**src/hw/rtl/dijet_leading_pair_asymmetry_macros.svh**
```systemverilog
// Assertion macros used by the back end of the dijet leading-pair asymmetry RTL.
`ifndef DIJET_LEADING_PAIR_ASYMMETRY_MACROS_SVH
`define DIJET_LEADING_PAIR_ASYMMETRY_MACROS_SVH

// Checks a property on every rising clock edge outside reset.
`define DLA_ASSERT(label, prop, msg) \
  label: assert property (@(posedge clk_i) disable iff (!rst_ni) (prop)) else $error(msg);

// Checks that a condition implies a consequence in the same cycle.
`define DLA_ASSERT_IMPL(label, cond, cons, msg) \
  label: assert property (@(posedge clk_i) disable iff (!rst_ni) (cond) |-> (cons)) \
    else $error(msg);

`endif

```
**src/hw/rtl/dla_pkg.sv**
```systemverilog
// Package with types and constants of the dijet leading-pair asymmetry block.
package dla_pkg;

  localparam int unsigned DLA_PT_W    = 16;
  localparam int unsigned DLA_PHI_W   = 16;
  localparam int unsigned DLA_FRAC_W  = 17;
  localparam int unsigned DLA_CFG_IDX_W = 2;
  localparam int unsigned DLA_CFG_W   = 16;

  // Event queue between front and back.
  localparam int unsigned DLA_QDEPTH  = 2;
  localparam int unsigned DLA_QPTR_W  = $clog2(DLA_QDEPTH);
  localparam int unsigned DLA_QCNT_W  = $clog2(DLA_QDEPTH + 1);

  // Fraction bits produced by the divider after its first quotient bit.
  localparam int unsigned DLA_DIV_STEPS = DLA_FRAC_W - 1;
  localparam int unsigned DLA_DIV_CNT_W = $clog2(DLA_DIV_STEPS);

  // Configuration register indexes.
  localparam logic [DLA_CFG_IDX_W-1:0] CFG_LEAD_MIN_PT   = 2'd0;
  localparam logic [DLA_CFG_IDX_W-1:0] CFG_SUB_MIN_PT    = 2'd1;
  localparam logic [DLA_CFG_IDX_W-1:0] CFG_B2B_MIN_ANGLE = 2'd2;

  // Configuration reset values.
  localparam logic [DLA_CFG_W-1:0] LEAD_MIN_PT_RST   = 16'd160;
  localparam logic [DLA_CFG_W-1:0] SUB_MIN_PT_RST    = 16'd60;
  localparam logic [DLA_CFG_W-1:0] B2B_MIN_ANGLE_RST = 16'd28672;

  typedef struct packed {
    logic [DLA_PT_W-1:0]         jet_pt;
    logic signed [DLA_PHI_W-1:0] jet_phi;
    logic                        last_jet;
  } dla_jet_t;

  typedef struct packed {
    logic                        dijet_found;
    logic                        back_to_back;
    logic signed [DLA_PHI_W-1:0] delta_phi;
    logic [DLA_PHI_W-1:0]        abs_delta_phi;
    logic [DLA_FRAC_W-1:0]       asymmetry;
    logic [DLA_FRAC_W-1:0]       balance;
  } dla_result_t;

  typedef struct packed {
    logic [DLA_CFG_W-1:0] lead_min_pt;
    logic [DLA_CFG_W-1:0] sub_min_pt;
    logic [DLA_CFG_W-1:0] b2b_min_angle;
  } dla_cfg_t;

  // One classified event handed from front to back.
  typedef struct packed {
    logic                 found;
    logic                 b2b;
    logic [DLA_PHI_W-1:0] dphi;
    logic [DLA_PHI_W-1:0] adphi;
    logic [DLA_PT_W-1:0]  lead_pt;
    logic [DLA_PT_W-1:0]  sub_pt;
  } dla_pair_t;

endpackage

```
**src/hw/rtl/dijet_leading_pair_asymmetry.sv**
```systemverilog
// Dijet leading-pair asymmetry block: one jet per cycle in, one result per event out.
// The front end takes one jet per cycle whenever the two-entry event queue has room,
// keeping the leading and subleading jets and classifying the event on its last jet.
// The back end handles one event at a time and runs the shared divider only for a
// back-to-back dijet, first for the asymmetry and then for the balance. A held-off
// result stalls the back end in its emit state until the output register frees up.
// Results wait in an output register while the back end fetches the next event.
module dijet_leading_pair_asymmetry (
  input  logic                                   clk_i,
  input  logic                                   rst_ni,
  input  logic                                   cfg_valid_i,
  output logic                                   cfg_ready_o,
  input  logic [dla_pkg::DLA_CFG_IDX_W-1:0]      cfg_index_i,
  input  logic [dla_pkg::DLA_CFG_W-1:0]          cfg_data_i,
  input  logic                                   in_valid_i,
  output logic                                   in_ready_o,
  input  dla_pkg::dla_jet_t                      in_data_i,
  output logic                                   out_valid_o,
  input  logic                                   out_ready_i,
  output dla_pkg::dla_result_t                   out_data_o
);
  import dla_pkg::*;

  dla_cfg_t  cfg_q;
  dla_pair_t front_pair, q_pair;
  logic      push, pop, q_full, q_empty;

  assign cfg_ready_o = 1'b1;

  // Configuration registers; writes to an unused index are dropped.
  always_ff @(posedge clk_i or negedge rst_ni) begin
    if (!rst_ni) begin
      cfg_q.lead_min_pt   <= LEAD_MIN_PT_RST;
      cfg_q.sub_min_pt    <= SUB_MIN_PT_RST;
      cfg_q.b2b_min_angle <= B2B_MIN_ANGLE_RST;
    end else if (cfg_valid_i && cfg_ready_o) begin
      unique case (cfg_index_i)
        CFG_LEAD_MIN_PT:   cfg_q.lead_min_pt   <= cfg_data_i;
        CFG_SUB_MIN_PT:    cfg_q.sub_min_pt    <= cfg_data_i;
        CFG_B2B_MIN_ANGLE: cfg_q.b2b_min_angle <= cfg_data_i;
        default: ;
      endcase
    end
  end

  dla_front u_front (
    .clk_i      (clk_i),
    .rst_ni     (rst_ni),
    .cfg_i      (cfg_q),
    .in_valid_i (in_valid_i),
    .in_ready_o (in_ready_o),
    .in_data_i  (in_data_i),
    .push_o     (push),
    .pair_o     (front_pair),
    .q_full_i   (q_full)
  );

  dla_fifo u_fifo (
    .clk_i   (clk_i),
    .rst_ni  (rst_ni),
    .push_i  (push),
    .data_i  (front_pair),
    .full_o  (q_full),
    .pop_i   (pop),
    .empty_o (q_empty),
    .data_o  (q_pair)
  );

  dla_back u_back (
    .clk_i       (clk_i),
    .rst_ni      (rst_ni),
    .q_empty_i   (q_empty),
    .pair_i      (q_pair),
    .pop_o       (pop),
    .out_valid_o (out_valid_o),
    .out_ready_i (out_ready_i),
    .out_data_o  (out_data_o)
  );

endmodule

```
**src/hw/rtl/dla_front.sv**
```systemverilog
// Front end: tracks the leading and subleading jets and classifies each event.
module dla_front (
  input  logic                clk_i,
  input  logic                rst_ni,
  input  dla_pkg::dla_cfg_t   cfg_i,
  input  logic                in_valid_i,
  output logic                in_ready_o,
  input  dla_pkg::dla_jet_t   in_data_i,
  output logic                push_o,
  output dla_pkg::dla_pair_t  pair_o,
  input  logic                q_full_i
);
  import dla_pkg::*;

  logic [DLA_PT_W-1:0]  lead_pt_q, lead_pt_d, sub_pt_q, sub_pt_d;
  logic [DLA_PHI_W-1:0] lead_phi_q, lead_phi_d, sub_phi_q, sub_phi_d;
  logic                 lead_valid_q, lead_valid_d, sub_valid_q, sub_valid_d;
  logic [DLA_PT_W-1:0]  pt;
  logic [DLA_PHI_W-1:0] phi;
  logic                 take;
  logic                 found;
  logic [DLA_PHI_W-1:0] dphi, adphi;

  assign in_ready_o = !q_full_i;
  assign take       = in_valid_i && in_ready_o;
  assign pt         = in_data_i.jet_pt;
  assign phi        = $unsigned(in_data_i.jet_phi);

  // Pair update with the incoming jet; a tie with the leader falls to the subleader test.
  always_comb begin
    lead_pt_d    = lead_pt_q;
    lead_phi_d   = lead_phi_q;
    lead_valid_d = lead_valid_q;
    sub_pt_d     = sub_pt_q;
    sub_phi_d    = sub_phi_q;
    sub_valid_d  = sub_valid_q;
    if (!lead_valid_q || pt > lead_pt_q) begin
      sub_pt_d     = lead_pt_q;
      sub_phi_d    = lead_phi_q;
      sub_valid_d  = lead_valid_q;
      lead_pt_d    = pt;
      lead_phi_d   = phi;
      lead_valid_d = 1'b1;
    end else if (!sub_valid_q || pt > sub_pt_q) begin
      sub_pt_d    = pt;
      sub_phi_d   = phi;
      sub_valid_d = 1'b1;
    end
  end

  // Event classification on the updated pair.
  assign found = lead_valid_d && sub_valid_d &&
                 (lead_pt_d >= cfg_i.lead_min_pt) && (sub_pt_d >= cfg_i.sub_min_pt);
  assign dphi  = lead_phi_d - sub_phi_d;
  assign adphi = dphi[DLA_PHI_W-1] ? (DLA_PHI_W'(0) - dphi) : dphi;

  always_comb begin
    pair_o.found   = found;
    pair_o.b2b     = found && (adphi >= cfg_i.b2b_min_angle);
    pair_o.dphi    = found ? dphi : '0;
    pair_o.adphi   = found ? adphi : '0;
    pair_o.lead_pt = lead_pt_d;
    pair_o.sub_pt  = sub_pt_d;
  end

  assign push_o = take && in_data_i.last_jet;

  // Pair state; cleared after the last jet of an event.
  always_ff @(posedge clk_i or negedge rst_ni) begin
    if (!rst_ni) begin
      lead_pt_q    <= '0;
      lead_phi_q   <= '0;
      lead_valid_q <= 1'b0;
      sub_pt_q     <= '0;
      sub_phi_q    <= '0;
      sub_valid_q  <= 1'b0;
    end else if (take) begin
      if (in_data_i.last_jet) begin
        lead_pt_q    <= '0;
        lead_phi_q   <= '0;
        lead_valid_q <= 1'b0;
        sub_pt_q     <= '0;
        sub_phi_q    <= '0;
        sub_valid_q  <= 1'b0;
      end else begin
        lead_pt_q    <= lead_pt_d;
        lead_phi_q   <= lead_phi_d;
        lead_valid_q <= lead_valid_d;
        sub_pt_q     <= sub_pt_d;
        sub_phi_q    <= sub_phi_d;
        sub_valid_q  <= sub_valid_d;
      end
    end
  end

endmodule

```
**src/hw/rtl/dla_fifo.sv**
```systemverilog
// Short queue of classified events between the front and back ends.
module dla_fifo (
  input  logic               clk_i,
  input  logic               rst_ni,
  input  logic               push_i,
  input  dla_pkg::dla_pair_t data_i,
  output logic               full_o,
  input  logic               pop_i,
  output logic               empty_o,
  output dla_pkg::dla_pair_t data_o
);
  import dla_pkg::*;

  dla_pair_t             slot_q [DLA_QDEPTH];
  logic [DLA_QPTR_W-1:0] wr_ptr_q, rd_ptr_q;
  logic [DLA_QCNT_W-1:0] cnt_q;
  logic                  do_push, do_pop;

  assign full_o  = (cnt_q == DLA_QCNT_W'(DLA_QDEPTH));
  assign empty_o = (cnt_q == '0);
  assign data_o  = slot_q[rd_ptr_q];
  assign do_push = push_i && !full_o;
  assign do_pop  = pop_i && !empty_o;

  // Storage slots.
  always_ff @(posedge clk_i) begin
    if (do_push) begin
      slot_q[wr_ptr_q] <= data_i;
    end
  end

  // Pointers and fill count.
  always_ff @(posedge clk_i or negedge rst_ni) begin
    if (!rst_ni) begin
      wr_ptr_q <= '0;
      rd_ptr_q <= '0;
      cnt_q    <= '0;
    end else begin
      if (do_push) begin
        wr_ptr_q <= (wr_ptr_q == DLA_QPTR_W'(DLA_QDEPTH - 1)) ? '0 : wr_ptr_q + 1'b1;
      end
      if (do_pop) begin
        rd_ptr_q <= (rd_ptr_q == DLA_QPTR_W'(DLA_QDEPTH - 1)) ? '0 : rd_ptr_q + 1'b1;
      end
      if (do_push && !do_pop) begin
        cnt_q <= cnt_q + 1'b1;
      end else if (do_pop && !do_push) begin
        cnt_q <= cnt_q - 1'b1;
      end
    end
  end

endmodule

```
**src/hw/rtl/dla_div.sv**
```systemverilog
// Radix-2 restoring divider for Q1.16 fractions whose dividend never exceeds the divisor.
module dla_div (
  input  logic                             clk_i,
  input  logic                             rst_ni,
  input  logic                             start_i,
  input  logic [dla_pkg::DLA_FRAC_W-1:0]   dividend_i,
  input  logic [dla_pkg::DLA_FRAC_W-1:0]   divisor_i,
  output logic                             done_o,
  output logic [dla_pkg::DLA_FRAC_W-1:0]   quot_o
);
  import dla_pkg::*;

  logic [DLA_FRAC_W-1:0]    rem_q, rem_d, div_q, quot_q, quot_d;
  logic [DLA_FRAC_W:0]      rem2;
  logic                     ge;
  logic                     busy_q, done_q, zero_q;
  logic [DLA_DIV_CNT_W-1:0] cnt_q;
  logic                     last_step;

  // One quotient bit per step: shift the remainder and try to subtract.
  assign rem2      = {rem_q, 1'b0};
  assign ge        = rem2 >= {1'b0, div_q};
  assign last_step = busy_q && (cnt_q == DLA_DIV_CNT_W'(DLA_DIV_STEPS - 1));

  always_comb begin
    if (start_i) begin
      // The integer quotient bit comes straight from one compare.
      if (dividend_i >= divisor_i) begin
        rem_d  = dividend_i - divisor_i;
        quot_d = DLA_FRAC_W'(1);
      end else begin
        rem_d  = dividend_i;
        quot_d = '0;
      end
    end else begin
      rem_d  = ge ? DLA_FRAC_W'(rem2 - {1'b0, div_q}) : rem2[DLA_FRAC_W-1:0];
      quot_d = {quot_q[DLA_FRAC_W-2:0], ge};
    end
  end

  // Datapath registers.
  always_ff @(posedge clk_i) begin
    if (start_i || busy_q) begin
      rem_q  <= rem_d;
      quot_q <= quot_d;
    end
    if (start_i) begin
      div_q  <= divisor_i;
      zero_q <= (divisor_i == '0);
    end
  end

  // Step control.
  always_ff @(posedge clk_i or negedge rst_ni) begin
    if (!rst_ni) begin
      busy_q <= 1'b0;
      done_q <= 1'b0;
      cnt_q  <= '0;
    end else begin
      done_q <= last_step;
      if (start_i) begin
        busy_q <= 1'b1;
        cnt_q  <= '0;
      end else if (busy_q) begin
        cnt_q <= cnt_q + 1'b1;
        if (last_step) begin
          busy_q <= 1'b0;
        end
      end
    end
  end

  assign done_o = done_q;
  // A zero divisor yields a zero fraction.
  assign quot_o = zero_q ? '0 : quot_q;

endmodule

```
**src/hw/rtl/dla_back.sv**
```systemverilog
// Back end: computes the fractions of each queued event and holds the result register.
`include "dijet_leading_pair_asymmetry_macros.svh"

module dla_back (
  input  logic                 clk_i,
  input  logic                 rst_ni,
  input  logic                 q_empty_i,
  input  dla_pkg::dla_pair_t   pair_i,
  output logic                 pop_o,
  output logic                 out_valid_o,
  input  logic                 out_ready_i,
  output dla_pkg::dla_result_t out_data_o
);
  import dla_pkg::*;

  typedef enum logic [4:0] {
    S_IDLE = 5'b00001,
    S_LOAD = 5'b00010,
    S_ASYM = 5'b00100,
    S_BAL  = 5'b01000,
    S_EMIT = 5'b10000
  } back_state_e;

  back_state_e           state_q, state_d;
  dla_pair_t             rec_q;
  logic [DLA_FRAC_W-1:0] asym_q, bal_q;
  logic                  out_valid_q, out_valid_d;
  dla_result_t           out_q;
  logic                  div_start, div_done, out_load;
  logic [DLA_FRAC_W-1:0] div_x, div_d, div_quot;

  dla_div u_div (
    .clk_i      (clk_i),
    .rst_ni     (rst_ni),
    .start_i    (div_start),
    .dividend_i (div_x),
    .divisor_i  (div_d),
    .done_o     (div_done),
    .quot_o     (div_quot)
  );

  assign out_load = (state_q == S_EMIT) && (!out_valid_q || out_ready_i);
  assign pop_o    = (state_q == S_IDLE) && !q_empty_i;

  // Sequencer: for a back-to-back event, asymmetry first, then balance, on the shared divider.
  always_comb begin
    state_d   = state_q;
    div_start = 1'b0;
    div_x     = {1'b0, rec_q.lead_pt - rec_q.sub_pt};
    div_d     = {1'b0, rec_q.lead_pt} + {1'b0, rec_q.sub_pt};
    unique case (state_q)
      S_IDLE: begin
        if (!q_empty_i) begin
          state_d = S_LOAD;
        end
      end
      S_LOAD: begin
        if (rec_q.b2b) begin
          div_start = 1'b1;
          state_d   = S_ASYM;
        end else begin
          state_d = S_EMIT;
        end
      end
      S_ASYM: begin
        div_x = {1'b0, rec_q.sub_pt};
        div_d = {1'b0, rec_q.lead_pt};
        if (div_done) begin
          div_start = 1'b1;
          state_d   = S_BAL;
        end
      end
      S_BAL: begin
        if (div_done) begin
          state_d = S_EMIT;
        end
      end
      S_EMIT: begin
        if (out_load) begin
          state_d = S_IDLE;
        end
      end
      default: state_d = S_IDLE;
    endcase
  end

  always_comb begin
    out_valid_d = out_valid_q;
    if (out_load) begin
      out_valid_d = 1'b1;
    end else if (out_ready_i) begin
      out_valid_d = 1'b0;
    end
  end

  // Event record and fraction registers.
  always_ff @(posedge clk_i) begin
    if (pop_o) begin
      rec_q <= pair_i;
    end
    if ((state_q == S_ASYM) && div_done) begin
      asym_q <= div_quot;
    end
    if ((state_q == S_BAL) && div_done) begin
      bal_q <= div_quot;
    end
    if (out_load) begin
      out_q.dijet_found   <= rec_q.found;
      out_q.back_to_back  <= rec_q.b2b;
      out_q.delta_phi     <= $signed(rec_q.dphi);
      out_q.abs_delta_phi <= rec_q.adphi;
      out_q.asymmetry     <= rec_q.b2b ? asym_q : '0;
      out_q.balance       <= rec_q.b2b ? bal_q : '0;
    end
  end

  always_ff @(posedge clk_i or negedge rst_ni) begin
    if (!rst_ni) begin
      state_q     <= S_IDLE;
      out_valid_q <= 1'b0;
    end else begin
      state_q     <= state_d;
      out_valid_q <= out_valid_d;
    end
  end

  assign out_valid_o = out_valid_q;
  assign out_data_o  = out_q;

  `DLA_ASSERT_IMPL(a_start_state, div_start, (state_q == S_LOAD) || (state_q == S_ASYM),
                   "divider started outside the fraction states")
  `DLA_ASSERT_IMPL(a_pop_idle, pop_o, state_q == S_IDLE, "queue popped while busy")
  `DLA_ASSERT_IMPL(a_b2b_found, out_valid_q && out_q.back_to_back, out_q.dijet_found,
                   "back-to-back result without a dijet")
  `DLA_ASSERT_IMPL(a_frac_gated, out_valid_q && !out_q.back_to_back,
                   (out_q.asymmetry == '0) && (out_q.balance == '0),
                   "fractions set on an event that is not back to back")
  `DLA_ASSERT(a_bal_range, !out_valid_q || (out_q.balance <= 17'h10000),
              "balance above one")

endmodule

```
**config.mk**
```make
export PLATFORM = sky130hd
export DESIGN_NAME = dijet_leading_pair_asymmetry
export DESIGN_NICKNAME = d
export VERILOG_FILES = /design/src/hw/rtl/dla_pkg.sv /design/src/hw/rtl/dijet_leading_pair_asymmetry.sv /design/src/hw/rtl/dla_front.sv /design/src/hw/rtl/dla_fifo.sv /design/src/hw/rtl/dla_div.sv /design/src/hw/rtl/dla_back.sv
export VERILOG_INCLUDE_DIRS = /design/src /design/src/hw/rtl
export SDC_FILE = /design/constraint.sdc
export NUM_CORES = 1
export LEC_CHECK = 0
export BUFFER_PORTS_ARGS = -buffer_cell sky130_fd_sc_hd__clkbuf_2
export CORE_ASPECT_RATIO = 1.25
export CORE_MARGIN = 2
export CORE_UTILIZATION = 45
export CTS_CLUSTER_DIAMETER = 150
export DETAILED_ROUTE_END_ITERATION = 12
export GPL_ROUTABILITY_DRIVEN = 0
export GPL_TIMING_DRIVEN = 0
export SYNTH_ARGS = -nofsm -noshare
export SYNTH_HDL_FRONTEND = slang
export SYNTH_SLANG_ARGS = --single-unit
```
**constraint.sdc**
```tcl
create_clock -name clk_i -period 8.8 [get_ports clk_i]
set_input_delay 1.32 -clock clk_i [delete_from_list [all_inputs] [get_ports clk_i]]
set_output_delay 1.32 -clock clk_i [all_outputs]
set_load 0.1 [all_outputs]
```
==> results.sh <==
export IMPL_ios=127
export IMPL_coreArea_um2=54700
export IMPL_fp_dieH_um=266
export IMPL_finalMaxSlewViolations=0
export IMPL_status="finished, final reports clean"
export IMPL_post_route_min_period_ps=7780
export IMPL_synth_cells=2111
export IMPL_setup_viol=0
export IMPL_clockRootBuffer="clkbuf_16"
export IMPL_areaGrowthSynthToFinish_pct=13.2
export IMPL_fin_worst_skew_ps=27.9
export IMPL_place_port_buffers=125
export IMPL_place_inst=2980
export IMPL_cp_max_fo=10
export IMPL_antenna_cells=0
export IMPL_endpoint_kind="register"
export IMPL_num_vias=16100
export IMPL_max_cap_violations=0
export IMPL_path_clk_slew_ps=60
export IMPL_fp_row_count=96
export IMPL_numCtsBuffers=47
export IMPL_regToRegSetupSlack_ps=1480
export IMPL_wirelength_um=55800
export IMPL_synth_async_reset_ratio_pct=27.2
export IMPL_synth_common_cells="edfxtp_1 (348), nand2_1 (174), inv_1 (164), ha_1 (162), o21ai_0 (152)"
export IMPL_relSlewSlack_pct=34.8
export IMPL_post_cts_resized=0
export IMPL_detail_route_wl_per_cell_um=18.2
export IMPL_cpMaxStageDelayCell="clkbuf_1"
export IMPL_grt_pass1_vias=16400
export IMPL_drt_pass1_iter_count=5
export IMPL_grt_overflow=0
export IMPL_fill_cells=4768
export IMPL_rsz0062_at_grt="no"
export IMPL_syn_num_nets=2334
export IMPL_synth_top_area_share_pct=42.1
export IMPL_clock_sinks=478
export IMPL_synth_cell_type_count=76
export IMPL_synth_area_um2=24800
export IMPL_yosys_cell_count_top_type="edfxtp_1"
export IMPL_max_freq_mhz=129
export IMPL_r2r_end="u_fifo.slot_q[1][64]$_DFFE_PP_"
export IMPL_ys_seq_elements=478
export IMPL_holdPathStages=0
export IMPL_layout_drive_gt1_share_pct=16.5
export IMPL_arrival_ps=8120
export IMPL_tightestPinTransition_ps=978
export IMPL_hpwlAfterDp_um=42300
export IMPL_drt_iter0_markers=887
export IMPL_fp_dieW_um=214
export IMPL_fin_util_pct=51.4
export IMPL_synth_flop_cell="edfxtp_1"
export IMPL_antenna_found_initial=0
export IMPL_cts_setup_buffers=0
export IMPL_worst_setup_path_type="in -> reg"
export IMPL_final_setup_tns_ps=0
export IMPL_fin_cells=3068
export IMPL_grt_start_max_net_pins=112
export IMPL_synth_edf_count=348
export IMPL_crit_start="in_data_i[31]"
export IMPL_start_kind="input pin"
export IMPL_avgSynthCellArea_um2=11.7
export IMPL_r2r_start="u_front.sub_pt_q[15]$_DFFE_PN0P_"
export IMPL_globalRouteTotalUtil_pct=19.7
export IMPL_cts_max_path_buffers=3
export IMPL_synthTopCellsByArea="edfxtp_1 (42%), dfrtp_1 (12%), ha_1 (8.2%)"
export IMPL_grt_pass1_wl_um=88100
export IMPL_synth_warnings=0
export IMPL_tritoncts="yes"
export IMPL_multi_input_area_um2=10100
export IMPL_ff2ff_path_depth=30
export IMPL_clock_latency_ps=600
export IMPL_holdPathEnd="u_back.out_data_o[36]$_DFFE_PP_"
export IMPL_synth_top_cell_by_area="edfxtp_1"
export IMPL_viasPerCell=5.25
export IMPL_finalCritPeriodShare_pct=88.4
export IMPL_final_nets=2517
export IMPL_drc=0
export IMPL_hold_start="u_back.rec_q[34]$_DFFE_PP_"
export IMPL_required_ps=9130
export IMPL_detail_route_antenna_nets=0
export IMPL_register_area_um2=13700
export IMPL_cts_hold_buf=0
export IMPL_die_area_um2=57000
export IMPL_yosysSeqAreaShare_pct=55.3
export IMPL_hp_class="reg -> reg"
export IMPL_initial_core_util_pct=45.4
export IMPL_htreeDepth=2
export IMPL_hold_viol_final=0
export IMPL_slowest_delay_ps=550
[area by class of cell]
cell class | count | share of cell area (%)
multi-input cells | 1382 | 36.1
inverters | 165 | 2.21
plain buffers | 86 | 1.30
repair buffers | 134 | 2.89
flip-flops and latches | 478 | 48.8
clock buffers | 61 | 4.41
clock inverters | 27 | 0.989
well taps | 735 | 3.27
[layer usage]
metal	up-vias	routed length, um	global-route usage (%)
met4	0	1740	6.79
met3	97	1980	2.47
met1	7764	23000	23.4
met2	315	29100	36.5
met5	-	0	0
li1	7925	-	-
[how the worst max path moves through the flow]
stage | endpoint | slack, ps | depth (start not counted)
6_report | u_fifo.slot_q[1][64]$_DFFE_PP_ | 1020 | 30
5_1_grt | u_fifo.slot_q[1][64]$_DFFE_PP_ | 460 | 29
4_1_cts | u_fifo.slot_q[0][64]$_DFFE_PP_ | 1040 | 30
3_5_place_dp | u_fifo.slot_q[0][64]$_DFFE_PP_ | 400 | 30
3_3_place_gp | u_fifo.slot_q[0][64]$_DFFE_PP_ | 430 | 30
2_1_floorplan | u_fifo.slot_q[0][64]$_DFFE_PP_ | 1750 | 28
[sequential cells by signal, summed over array words and instances, names as in the netlist, 17 cells and up]
register	count
u_back.bal_q	17
u_back.u_div.quot_q	17
u_back.out_data_o	67
u_back.rec_q	65
u_back.asym_q	17
u_back.u_div.rem_q	17
cfg_q	48
u_back.u_div.div_q	17
u_fifo.slot_q	130
[worst max-delay path, delay by kind of cell]
| kind | cells | cell delay (ps) |
|---|---|---|
| xor gates and xnor gates | 1 | 460 |
| adders and majority gates | 3 | 930 |
| and+or+nand+nor | 7 | 780 |
| buffers and inverters | 2 | 680 |
| AOI/OAI and AO/OA | 14 | 2940 |
| muxes | 3 | 1000 |
[cells by family (layout without fill, tap and decap cells)]
group                    count (synthesis)  after routing  synth area share [%]
AND/OR/NAND/NOR                        513            513                  10.3
multiplexers                           185            185                  8.13
flip-flops                             478            478                  55.3
adder cells (fa/ha/maj)                167            167                  8.58
other                                    1              1                0.0151
buffers and inverters                  251            473                  3.97
AO/OA/AOI/OAI                          432            432                  10.7
XOR/XNOR                                84             84                  3.00
[stage by stage]
stage | hold WS, ps | area [um2] | setup slack [ps]
after floorplan | 400 | 24800 | 1750
after global placement | 405 | 26300 | 427
after detailed placement | 405 | 26600 | 398
after CTS | 408 | 28100 | 1040
after global routing | 424 | 28100 | 462
final | 417 | 28100 | 1020
[placed cells by master, fill, tap and decap left out, drive strengths merged, types with 11 or more instances in the layout]
master,Yosys,layout
edfxtp,348,348
clkbuf,70,256
nand2,174,174
inv,164,167
ha,162,162
o21ai,158,158
mux2,132,132
dfrtp,120,120
a21oi,115,115
nor2,96,96
and2,60,60
mux2i,53,53
xnor2,48,48
nor2b,46,46
a21o,45,45
xor2,36,36
nand2b,25,25
nor3,25,25
buf,16,25
nand4,17,17
a211oi,17,17
a22o,16,16
clkinv,1,16
nand3,15,15
o21a,15,15
nor4,11,11
Power is left out: the tool's default activity adds up to more than one toggle a clock period on the data nets, which glitch-free logic cannot reach.
